--- src/hw/rtl/assert_macros.svh ---
// Assertion macros shared by the bit writer RTL.
// Depends on nothing; files that assert include it by name.
`ifndef ASSERT_MACROS_SVH
`define ASSERT_MACROS_SVH

// Clocked check on clk, disabled while rst is high.
`define ASSERT_CLK(label, prop, msg) \
  label: assert property (@(posedge clk) disable iff (rst) prop) else $error(msg);

// Clocked check that also runs during reset.
`define ASSERT_ALWAYS(label, prop, msg) \
  label: assert property (@(posedge clk) prop) else $error(msg);

`endif

--- src/hw/rtl/egbw_pkg.sv ---
// Package for the Exp-Golomb bit writer: opcodes, widths, stage types.
// Used by every module of the block; depends on nothing.
package egbw_pkg;

  localparam logic [2:0] OP_RAW   = 3'd0;
  localparam logic [2:0] OP_UE    = 3'd1;
  localparam logic [2:0] OP_SE    = 3'd2;
  localparam logic [2:0] OP_TRAIL = 3'd3;
  localparam logic [2:0] OP_FLUSH = 3'd4;

  localparam int WORD_W     = 32;
  localparam int CODE_W     = 64;
  localparam int FIFO_DEPTH = 4;
  localparam int PTR_W      = $clog2(FIFO_DEPTH);
  localparam int CNT_W      = $clog2(FIFO_DEPTH + 1);

  // Formed code, left-aligned in bits, len in 0..63.
  typedef struct packed {
    logic [5:0]        len;
    logic [CODE_W-1:0] bits;
    logic              flush;
  } code_t;

  typedef struct packed {
    logic [WORD_W-1:0] word;
    logic [2:0]        byte_count;
    logic              last;
  } res_t;

  // Up to two results pushed per cycle, r0 first.
  typedef struct packed {
    logic [1:0] cnt;
    res_t       r0;
    res_t       r1;
  } push_t;

  // Position of the highest set bit.
  function automatic logic [4:0] msb_index(input logic [WORD_W-1:0] x);
    logic [4:0] idx;
    idx = '0;
    for (int i = 0; i < WORD_W; i++) begin
      if (x[i]) idx = i[4:0];
    end
    return idx;
  endfunction

endpackage

--- src/hw/rtl/egbw_code_former.sv ---
// Input stage: turns an item into a left-aligned code and a length, registered.
// Depends on egbw_pkg.
module egbw_code_former import egbw_pkg::*; (
  input  logic        clk,
  input  logic        rst,
  input  logic        in_valid,
  output logic        in_ready,
  input  logic [2:0]  opcode,
  input  logic [5:0]  bit_count,
  input  logic [31:0] value,
  input  logic [31:0] signed_value,
  output logic        code_vld,
  output code_t       code,
  input  logic        take
);

  logic [5:0]  cnt_sat;
  logic [32:0] mask;
  logic [31:0] mag;
  logic [31:0] se_num;
  logic [31:0] ue_num;
  logic [31:0] ue_code;
  logic [5:0]  ue_len;
  logic [5:0]  len;
  logic [63:0] bits;
  logic        flush;
  logic        item_ok;
  code_t       code_next;

  always_comb begin
    cnt_sat = (bit_count > 6'd32) ? 6'd32 : bit_count;
    mask    = (33'd1 << cnt_sat) - 33'd1;

    mag = 32'd0 - signed_value;
    if (mag[31]) mag = 32'h7fff_ffff;
    if (signed_value == 32'd0)   se_num = 32'd0;
    else if (!signed_value[31])  se_num = {signed_value[30:0], 1'b0} - 32'd1;
    else                         se_num = {mag[30:0], 1'b0};

    ue_num = (opcode == OP_SE) ? se_num : value;
    if (ue_num == 32'hffff_ffff) ue_num = 32'hffff_fffe;
    ue_code = ue_num + 32'd1;
    ue_len  = {msb_index(ue_code), 1'b1};

    len     = '0;
    bits    = '0;
    flush   = 1'b0;
    item_ok = 1'b1;
    case (opcode)
      OP_RAW: begin
        len     = cnt_sat;
        bits    = {32'd0, value & mask[31:0]};
        item_ok = (cnt_sat != 6'd0);
      end
      OP_UE, OP_SE: begin
        len  = ue_len;
        bits = {32'd0, ue_code};
      end
      OP_TRAIL: begin
        len   = 6'd1;
        bits  = 64'd1;
        flush = 1'b1;
      end
      OP_FLUSH: flush = 1'b1;
      default:  item_ok = 1'b0;
    endcase

    code_next.len   = len;
    code_next.bits  = bits << (7'd64 - {1'b0, len});
    code_next.flush = flush;
  end

  assign in_ready = !code_vld || take;

  always_ff @(posedge clk) begin
    if (rst) begin
      code_vld <= 1'b0;
    end else if (in_ready) begin
      code_vld <= in_valid && item_ok;
    end
  end

  always_ff @(posedge clk) begin
    if (in_ready) begin
      code <= code_next;
    end
  end

endmodule

--- src/hw/rtl/egbw_packer.sv ---
// Packer: merges a code with the held bits, splits off full words and flushes.
// Depends on egbw_pkg and assert_macros.svh.
`include "assert_macros.svh"
module egbw_packer import egbw_pkg::*; (
  input  logic  clk,
  input  logic  rst,
  input  logic  code_vld,
  input  code_t code,
  input  logic  space_ok,
  output logic  take,
  output push_t push
);

  logic [31:0] acc;
  logic [4:0]  held;
  logic [31:0] acc_next;
  logic [4:0]  held_next;
  logic [95:0] window;
  logic [6:0]  total;
  logic [4:0]  rem;
  logic [1:0]  nfull;
  logic [31:0] leftover;
  logic [5:0]  rem_up;
  res_t        fl_res;
  res_t        w0_res;
  res_t        w1_res;

  always_comb begin
    take   = code_vld && space_ok;
    window = {acc, 64'd0} | ({code.bits, 32'd0} >> held);
    total  = {2'd0, held} + {1'b0, code.len};
    rem    = total[4:0];
    nfull  = total[6] ? 2'd2 : (total[5] ? 2'd1 : 2'd0);
    case (nfull)
      2'd2:    leftover = window[31:0];
      2'd1:    leftover = window[63:32];
      default: leftover = window[95:64];
    endcase
    rem_up = {1'b0, rem} + 6'd7;

    w0_res = '{word: window[95:64], byte_count: 3'd4, last: 1'b0};
    w1_res = '{word: window[63:32], byte_count: 3'd4, last: 1'b0};
    fl_res = '{word: leftover, byte_count: rem_up[5:3], last: 1'b1};

    push.cnt = '0;
    push.r0  = fl_res;
    push.r1  = fl_res;
    if (take) begin
      push.cnt = nfull + {1'b0, code.flush};
      if (nfull != 2'd0) push.r0 = w0_res;
      if (nfull == 2'd2) push.r1 = w1_res;
      if (push.cnt == 2'd1) push.r0.last = 1'b1;
      else                  push.r1.last = 1'b1;
    end

    acc_next  = acc;
    held_next = held;
    if (take) begin
      acc_next  = code.flush ? 32'd0 : leftover;
      held_next = code.flush ? 5'd0  : rem;
    end
  end

  always_ff @(posedge clk) begin
    if (rst) begin
      acc  <= '0;
      held <= '0;
    end else begin
      acc  <= acc_next;
      held <= held_next;
    end
  end

  `ASSERT_CLK(a_flush_clears, (take && code.flush) |=> (held == '0 && acc == '0), "bits kept")
  `ASSERT_ALWAYS(a_idle_no_push, !take |-> (push.cnt == 2'd0), "result pushed without an item")

endmodule

--- src/hw/rtl/egbw_result_fifo.sv ---
// Result queue: takes up to two results a cycle, presents one on the master side.
// Depends on egbw_pkg and assert_macros.svh.
`include "assert_macros.svh"
module egbw_result_fifo import egbw_pkg::*; (
  input  logic        clk,
  input  logic        rst,
  input  push_t       push,
  output logic        space_ok,
  output logic        m_axis_tvalid,
  input  logic        m_axis_tready,
  output logic [31:0] m_axis_tdata,
  output logic [2:0]  m_axis_tuser,
  output logic        m_axis_tlast
);

  res_t             mem [FIFO_DEPTH];
  logic [PTR_W-1:0] wp;
  logic [PTR_W-1:0] rp;
  logic [CNT_W-1:0] count;
  logic             pop;
  res_t             head;

  assign head          = mem[rp];
  assign m_axis_tvalid = (count != '0);
  assign m_axis_tdata  = head.word;
  assign m_axis_tuser  = head.byte_count;
  assign m_axis_tlast  = head.last;
  assign pop           = m_axis_tvalid && m_axis_tready;
  assign space_ok      = (count <= CNT_W'(FIFO_DEPTH - 2));

  always_ff @(posedge clk) begin
    if (push.cnt != 2'd0) mem[wp] <= push.r0;
    if (push.cnt == 2'd2) mem[wp + PTR_W'(1)] <= push.r1;
  end

  always_ff @(posedge clk) begin
    if (rst) begin
      wp    <= '0;
      rp    <= '0;
      count <= '0;
    end else begin
      wp    <= wp + PTR_W'(push.cnt);
      rp    <= rp + PTR_W'(pop);
      count <= count + CNT_W'(push.cnt) - CNT_W'(pop);
    end
  end

  `ASSERT_CLK(a_cnt_bound, count <= CNT_W'(FIFO_DEPTH), "result queue overflow")
  `ASSERT_CLK(a_push_fits, (push.cnt != 2'd0) |-> (count <= CNT_W'(FIFO_DEPTH - 2)), "no room")

endmodule

--- src/hw/rtl/exp_golomb_bit_writer_unit.sv ---
// Exp-Golomb bit writer top level: code stage, packer, result queue.
// Depends on egbw_pkg, egbw_code_former, egbw_packer, egbw_result_fifo.
// Path: an accepted item is registered in the code stage; the packer then merges it and
// writes any finished results into the result queue, which drives m_axis. Throughput: one
// item per cycle while the queue has room; the output moves one result per cycle.
// Reset (rst, synchronous): empties the accumulator and the result queue.
module exp_golomb_bit_writer_unit import egbw_pkg::*; (
  input  logic        clk,
  input  logic        rst,
  input  logic        s_axis_tvalid,
  output logic        s_axis_tready,
  input  logic [71:0] s_axis_tdata,  // bit_count[5:0], value[37:6], signed_value[69:38], zero
  input  logic [2:0]  s_axis_tuser,  // opcode[2:0]
  output logic        m_axis_tvalid,
  input  logic        m_axis_tready,
  output logic [31:0] m_axis_tdata,  // word[31:0]
  output logic [2:0]  m_axis_tuser,  // byte_count[2:0]
  output logic        m_axis_tlast
);

  logic  code_vld;
  code_t code;
  logic  take;
  logic  space_ok;
  push_t push;

  egbw_code_former u_former (
    .clk          (clk),
    .rst          (rst),
    .in_valid     (s_axis_tvalid),
    .in_ready     (s_axis_tready),
    .opcode       (s_axis_tuser),
    .bit_count    (s_axis_tdata[5:0]),
    .value        (s_axis_tdata[37:6]),
    .signed_value (s_axis_tdata[69:38]),
    .code_vld     (code_vld),
    .code         (code),
    .take         (take)
  );

  egbw_packer u_packer (
    .clk      (clk),
    .rst      (rst),
    .code_vld (code_vld),
    .code     (code),
    .space_ok (space_ok),
    .take     (take),
    .push     (push)
  );

  egbw_result_fifo u_fifo (
    .clk           (clk),
    .rst           (rst),
    .push          (push),
    .space_ok      (space_ok),
    .m_axis_tvalid (m_axis_tvalid),
    .m_axis_tready (m_axis_tready),
    .m_axis_tdata  (m_axis_tdata),
    .m_axis_tuser  (m_axis_tuser),
    .m_axis_tlast  (m_axis_tlast)
  );

endmodule
--- config.mk ---
export PLATFORM = sky130hd
export DESIGN_NAME = exp_golomb_bit_writer_unit
export DESIGN_NICKNAME = d
export VERILOG_FILES = /design/src/hw/rtl/egbw_pkg.sv /design/src/hw/rtl/egbw_code_former.sv /design/src/hw/rtl/egbw_packer.sv /design/src/hw/rtl/egbw_result_fifo.sv /design/src/hw/rtl/exp_golomb_bit_writer_unit.sv
export VERILOG_INCLUDE_DIRS = /design/src /design/src/hw/rtl
export SDC_FILE = /design/constraint.sdc
export NUM_CORES = 1
export LEC_CHECK = 0
export BUFFER_PORTS_ARGS = -buffer_cell sky130_fd_sc_hd__buf_2
export CAP_MARGIN = 20
export CORE_ASPECT_RATIO = 0.75
export CORE_MARGIN = 3
export CORE_UTILIZATION = 45
export CTS_BUF_LIST = sky130_fd_sc_hd__clkbuf_4 sky130_fd_sc_hd__clkbuf_8 sky130_fd_sc_hd__clkbuf_16
export CTS_CLUSTER_SIZE = 10
export DETAILED_ROUTE_END_ITERATION = 8
export PLACE_DENSITY = 0.75
export SLEW_MARGIN = 40
export SYNTH_ARGS = -nofsm -noshare
export SYNTH_HDL_FRONTEND = slang
export SYNTH_HIERARCHICAL = 1
export SYNTH_SLANG_ARGS = --single-unit
--- constraint.sdc ---
create_clock -name clk -period 6.65 [get_ports clk]
set_input_delay 0 -clock clk [delete_from_list [all_inputs] [get_ports clk]]
set_output_delay 0 -clock clk [all_outputs]
set_load 0.1 [all_outputs]
==> impl_metrics.env, run 1 <==
export IMPL_power_density_mw_per_mm2=269
export IMPL_core_area_mm2=0.0548
export IMPL_die_h_um=211
export IMPL_clkSinkCount=260
export IMPL_period_share=0.958
export IMPL_cp_slowest_cell="or4_1"
export IMPL_viasPerCell=7.09
export IMPL_clock_latency_ns=0.60
export IMPL_synth_area_mm2=0.0251
export IMPL_place_ws_ns=-0.344
export IMPL_vdd_drop_max_mv=0.211
export IMPL_finalWirelength_um=109000
export IMPL_setup_viol=0
export IMPL_cts_clk_slew_worst_paths_ns=0.07
export IMPL_drv_cap=0
export IMPL_rows=74
export IMPL_endpoint_kind="flip-flop"
export IMPL_whs_path_depth=4
export IMPL_setup_tns_ns=0
export IMPL_cts_buffers=30
export IMPL_criticalPathCategory="in2reg"
export IMPL_grt_pass1_vias=24100
export IMPL_synth_async_reset_ratio=0
export IMPL_dr_wl_met2_um=42900
export IMPL_dieWidth_um=279
export IMPL_min_period_ns=6.37
export IMPL_grt_pass1_wl_um=160000
export IMPL_fin_worst_skew_ns=0.0408
export IMPL_portBuffers=114
export IMPL_syn_num_nets=2691
export IMPL_die_area_mm2=0.0587
export IMPL_synthToLayoutAreaGrowth_pct=18.7
export IMPL_wl_met1_um=47100
export IMPL_hold_viol_final=0
export IMPL_fmax_ghz=0.157
export IMPL_final_area_mm2=0.0298
export IMPL_relSlewSlack=0.392
export IMPL_ys_seq_elements=260
export IMPL_grt_use_total=0.358
export IMPL_ant_nets=0
export IMPL_yosys_warnings=6
export IMPL_synthCells=2596
export IMPL_reg2reg_depth=13
export IMPL_tightestPinTransition_ns=0.908
export IMPL_yosysSeqAreaShare=0.293
export IMPL_cp_data_arrival_time_ns=6.72
export IMPL_synth_distinct_cells=129
export IMPL_status="complete, no violations"
export IMPL_cp_slowest_stage_delay_ns=0.54
export IMPL_final_nets=2997
export IMPL_root_buffer="clkbuf_16"
export IMPL_drc_errors=0
export IMPL_cts_tree="built"
export IMPL_startpoint_type="input pin"
export IMPL_yosysTopAreaCell="edfxtp_1"
export IMPL_r2r_slack_ns=1.60
export IMPL_grt_overflow_total=0
export IMPL_synth_edf_count=215
export IMPL_initial_core_util=0.458
export IMPL_hold_ws_ns=0.122
export IMPL_drive_gt1_frac=0.342
export IMPL_htreeDepth=1
export IMPL_dr_wl_met3_um=16600
export IMPL_path_max_fanout=12
export IMPL_synth_top_area_share=0.257
export IMPL_grt_start_max_net_pins=64
export IMPL_dp_cells=3586
export IMPL_dpl_cell_area_mm2=0.0286
export IMPL_antenna_found_initial=6
export IMPL_clockBufferDepth=3
export IMPL_wire_per_inst_um=29.8
export IMPL_drtIter0Drc=4427
export IMPL_finalNonFillerCells=3652
export IMPL_ios=117
export IMPL_hp_class="in2reg"
export IMPL_slew_violations=0
export IMPL_finalWeightedCongestion=1.01
export IMPL_via_count=25900
export IMPL_power_leakage_nw=10.9
export IMPL_synth_ff_type="edfxtp_1"
export IMPL_layout_setup_ws_ns=0.281
export IMPL_drt_first_pass_iters=7
export IMPL_crit_required_ns=7.00
export IMPL_ys_top_cells_by_area="edfxtp_1 26%, mux2_2 9.9%, mux4_2 9.1%"
export IMPL_syn_area_per_cell_um2=9.67
export IMPL_hpwl_um=84500
export IMPL_highest_layer="met5"
registers in the layout, indices dropped and copies added, names as in the netlist:
name	flops
u_fifo/count	3
u_fifo/mem	144
u_fifo/rp	2
u_fifo/wp	2
u_former/code	71
u_former/code_vld	1
u_packer/acc	32
u_packer/held	5
placed cells by master, fill, tap and decap left out, types with 22 or more instances in the layout:
| master | synthesis | routed |
|---|---|---|
| a211oi_1 | 23 | 23 |
| a21oi_1 | 141 | 138 |
| a22oi_1 | 52 | 52 |
| a32oi_1 | 23 | 22 |
| and2_1 | 27 | 26 |
| buf_2 | 57 | 114 |
| buf_4 | 20 | 351 |
| clkbuf_16 | 0 | 30 |
| dfxtp_1 | 45 | 39 |
| edfxtp_1 | 215 | 215 |
| inv_1 | 36 | 35 |
| mux2_2 | 221 | 221 |
| mux2i_1 | 96 | 88 |
| mux4_2 | 101 | 101 |
| nand2_1 | 212 | 211 |
| nand3_1 | 82 | 82 |
| nand4_1 | 26 | 26 |
| nor2_1 | 176 | 168 |
| nor3_1 | 58 | 55 |
| nor4_1 | 28 | 23 |
| o211ai_1 | 45 | 45 |
| o21ai_0 | 129 | 123 |
| o221ai_1 | 29 | 28 |
| o22ai_1 | 66 | 66 |
| or3_1 | 26 | 25 |
| xnor2_1 | 32 | 31 |
power breakdown:
group / leakage [nW] / switching [mW] / internal [mW]
clock network: 0.502 / 0.684 / 0.972
logic: 7.87 / 2.68 / 1.45
registers: 2.49 / 0.192 / 2.03
critical path: cells and delay by family:
kind	cells	cell delay (ns)
multiplexers	2	0.80
AO/OA/AOI/OAI	9	1.91
adder cells (fa/ha/maj)	2	0.38
AND/OR/NAND/NOR	13	3.11
buffers and inverters	4	0.50
kinds of logic after synthesis:
group	after synthesis	synth area share
buffers and inverters	251	0.0504
xor gates and xnor gates	50	0.0186
adders and majority gates	16	0.00857
AOI/OAI and AO/OA	795	0.225
and+or+nand+nor	794	0.167
other	1	0.000149
muxes	429	0.237
DFF	260	0.293
path summary, 6_finish.rpt:
kind / to / from
worst min-delay path: u_former/code[0] / s_axis_tuser[1]
worst max register to register: u_fifo/mem[2][9] / u_packer/held[1]
worst max-delay path: u_former/code[63] / s_axis_tdata[53]
worst min register to register: u_packer/acc[23] / u_packer/acc[23]
synthesized netlist by cell type (17+ instances only):
cell type  instances
a211oi_1          23
nor3_1            58
o22ai_1           66
clkbuf_1          94
a32o_1            17
o31ai_1           19
nand4_1           26
a22o_1            18
edfxtp_1         215
xnor2_1           32
dfxtp_1           45
inv_1             36
a31oi_1           22
nand2_1          212
mux4_2           101
or3_1             26
o211ai_1          45
o221ai_1          29
buf_2             57
a22oi_1           52
and2_1            27
nor2_1           176
and3_1            19
nor2b_1           22
nand3_1           82
a32oi_1           23
a21oi_1          141
mux2i_1           96
buf_4             20
or4_1             17
o21ai_0          129
nor4_1            28
buf_6             20
mux2_2           221
stage by stage:
step                      utilization  power [mW]
after floorplan                     -        4.88
after global placement          0.520        6.10
after detailed placement        0.521        6.18
after CTS                       0.539        7.84
after global routing            0.543        8.25
final                           0.543        8.01
metal layers:
| layer | GRT usage | vias to the layer above |
|---|---|---|
| met5 | 0.0329 | - |
| met4 | 0.0545 | 8 |
| met3 | 0.129 | 196 |
| met2 | 0.489 | 1939 |
| met1 | 0.544 | 12700 |
| li1 | - | 11000 |
area by class of cell:
class / instances / area (um^2)
diodes: 4 / 10.0
clock buffers: 55 / 963
clock inverters: 1 / 16.3
fillers: 4940 / 25000
inverters: 43 / 161
multi-input cells: 2085 / 16900
flip-flops and latches: 260 / 7370
well taps: 722 / 903
repair buffers: 482 / 3480
what timing repair did:
action	in CTS	in global routing
gates resized for setup	0	37
hold buffers	4	0
endpoints found under the hold margin	14	0
setup buffers	0	1
endpoints found under the setup margin	0	60
Power figures use the tool's default switching activity.
==> inputs of run 2 (changes only) <==
--- a/config.mk
+++ b/config.mk
@@ -8,13 +8,15 @@
 export LEC_CHECK = 0
 export BUFFER_PORTS_ARGS = -buffer_cell sky130_fd_sc_hd__buf_2
 export CAP_MARGIN = 20
+export CELL_PAD_IN_SITES_DETAIL_PLACEMENT = 0
+export CELL_PAD_IN_SITES_GLOBAL_PLACEMENT = 1
 export CORE_ASPECT_RATIO = 0.75
 export CORE_MARGIN = 3
 export CORE_UTILIZATION = 45
 export CTS_BUF_LIST = sky130_fd_sc_hd__clkbuf_4 sky130_fd_sc_hd__clkbuf_8 sky130_fd_sc_hd__clkbuf_16
 export CTS_CLUSTER_SIZE = 10
 export DETAILED_ROUTE_END_ITERATION = 8
-export PLACE_DENSITY = 0.75
+export PLACE_DENSITY = 0.86
 export SLEW_MARGIN = 40
 export SYNTH_ARGS = -nofsm -noshare
 export SYNTH_HDL_FRONTEND = slang
==> constraint.sdc (replaced) <==
create_clock -name clk -period 6.9 [get_ports clk]
set_input_delay 0 -clock clk [delete_from_list [all_inputs] [get_ports clk]]
set_output_delay 0 -clock clk [all_outputs]
set_load 0.1 [all_outputs]
==> run 2 against run 1 <==
Via count shrank 0.88%. Sequential power shrank 4%. Global-route usage shrank 0.32 points. Critical path depth is the same. Sequential share of layout area grew 0.51 points. Cell area shrank 2.0%. Setup slack lost 0.0082 ns. Combinational power shrank 5.8%. Sequential cell count is the same. First-iteration DRC count grew 1.5%. Clock-buffer cell count shrank 1. Critical endpoint unchanged. Largest cell class unchanged.
==> impl_metrics.env, run 2 (same netlist as run 1, synthesis figures left out) <==
export IMPL_core_area_mm2=0.0548
export IMPL_clockBufferDepth=3
export IMPL_largest_reg_flops=144
export IMPL_drive_gt1_frac=0.321
export IMPL_rsz0062_at_grt="false"
export IMPL_die_area_mm2=0.0587
export IMPL_startpoint_type="input pin"
export IMPL_cp_data_arrival_time_ns=6.96
export IMPL_grt_pass1_vias=23900
export IMPL_synthToLayoutAreaGrowth_pct=16.3
export IMPL_via_count=25700
export IMPL_hpwl_um=82900
export IMPL_power_density_mw_per_mm2=261
export IMPL_whs_path_depth=3
export IMPL_clkSinkCount=260
export IMPL_die_h_um=211
export IMPL_fin_worst_skew_ns=0.0353
export IMPL_power_leakage_nw=10.6
export IMPL_setup_viol=0
export IMPL_criticalPathCategory="in2reg"
export IMPL_drv_cap=0
export IMPL_finalWirelength_um=107000
export IMPL_drtIter0Drc=4493
export IMPL_grt_start_max_net_pins=74
export IMPL_hp_class="in2reg"
export IMPL_ant_nets=0
export IMPL_grt_overflow_total=0
export IMPL_finalWeightedCongestion=1.02
export IMPL_cts_buffers=30
export IMPL_largestRegisters="u_fifo/mem x144, u_former/code x71, u_packer/acc x32"
export IMPL_final_area_mm2=0.0292
export IMPL_reg2reg_depth=11
export IMPL_final_core_util=0.532
export IMPL_tightestPinTransition_ns=0.898
export IMPL_grt_pass1_wl_um=159000
export IMPL_relSlewSlack=0.399
export IMPL_drt_first_pass_iters=7
export IMPL_hold_viol_final=0
export IMPL_cts_setup_buffers=0
export IMPL_slew_violations=0
export IMPL_path_max_fanout=10
export IMPL_mostFrequentLayoutCell="buf_4"
export IMPL_dieWidth_um=279
export IMPL_endpoint_kind="flip-flop"
export IMPL_min_to="u_former/code_vld"
export IMPL_crit_required_ns=7.23
export IMPL_r2r_slack_ns=2.01
export IMPL_cts_clk_slew_worst_paths_ns=0.06
export IMPL_root_buffer="clkbuf_16"
export IMPL_min_period_ns=6.63
export IMPL_clock_latency_ns=0.59
export IMPL_viasPerCell=7.12
export IMPL_period_share=0.961
export IMPL_layout_common_cells="304 x buf_4, 221 x mux2_2, 215 x edfxtp_1"
export IMPL_initial_core_util=0.458
export IMPL_cts_tree="built"
export IMPL_status="complete, no violations"
export IMPL_antenna_found_initial=11
export IMPL_regMostFlops="u_fifo/mem"
export IMPL_htreeDepth=1
export IMPL_r2r_start="u_packer/held[4]"
export IMPL_cp_slowest_stage_delay_ns=0.46
export IMPL_rows=74
export IMPL_min_from="s_axis_tvalid"
export IMPL_vdd_drop_max_mv=0.202
export IMPL_fmax_ghz=0.151
export IMPL_wire_per_inst_um=29.7
export IMPL_ios=117
export IMPL_grt_use_total=0.355
export IMPL_drc_errors=0
export IMPL_dpl_cell_area_mm2=0.0281
export IMPL_portBuffers=114
export IMPL_timing_rr_end="u_fifo/mem[2][9]"
export IMPL_cp_slowest_cell="mux4_2"
export IMPL_final_nets=2949
==> run 2: changes by cell type in the layout (fill, tap and decap cells not counted), sizes merged <==
cell,previous run,this run
clkinv,4,5
buf,478,430
clkbuf,55,54
diode,4,5
==> run 2: power breakdown <==
part / leakage, nW / switching [mW] / total (mW) / internal (mW)
sequential: 2.49 / 0.191 / 2.15 / 1.96
combinational: 7.59 / 2.53 / 3.89 / 1.37
clock: 0.498 / 0.658 / 1.59 / 0.929
==> run 2: how the worst max path moves through the flow <==
stage | from | endpoint | slack, ns
after floorplan | s_axis_tdata[58] | u_former/code[35] | 0.01
after detailed placement | s_axis_tdata[50] | u_former/code[63] | -0.50
after global placement | s_axis_tdata[53] | u_former/code[63] | -0.34
after CTS | s_axis_tdata[50] | u_former/code[63] | 0.07
final | s_axis_tdata[50] | u_former/code[63] | 0.27
after global routing | s_axis_tdata[53] | u_former/code[58] | 0.008
==> run 2: worst max-delay path, delay by kind of cell <==
kind	cells	cell delay (ns)
AOI/OAI and AO/OA	9	2.26
adders and majority gates	2	0.41
buffers and inverters	4	0.62
muxes	2	0.80
and+or+nand+nor	13	2.84
==> run 2: layout make-up <==
cell class	count	area (um^2)
Multi-Input combinational cell	2085	16700
Tap cell	722	903
Clock buffer	54	955
Inverter	43	161
Timing Repair Buffer	434	3120
Fill cell	4907	25600
Clock inverter	2	10.0
Antenna cell	5	12.5
Sequential cell	260	7370
==> run 2: metrics by stage <==
stage,cells,setup TNS [ns],setup slack (ns),hold WS (ns),power (mW)
after floorplan,2596,0,0.0142,0.0691,4.70
after global placement,3539,-12.19,-0.339,0.411,5.83
after detailed placement,3540,-21.11,-0.499,0.438,5.91
after CTS,3600,0,0.0711,0.0772,7.50
after global routing,3601,0,0.00778,0.0580,7.87
final,3605,0,0.273,0.116,7.63
==> run 2: metal layers <==
| layer | global-route usage | part of all wire | vias up |
|---|---|---|---|
| met2 | 0.480 | 0.39 | 1952 |
| li1 | - | - | 10900 |
| met4 | 0.0675 | 0.021 | 10 |
| met3 | 0.121 | 0.15 | 209 |
| met5 | 0 | 0.00071 | - |
| met1 | 0.545 | 0.43 | 12600 |
==> run 2: timing repair <==
action	CTS	global route
resized for setup	0	7
endpoints found under the hold margin	14	0
hold buffers	4	0
setup endpoints to repair	0	54
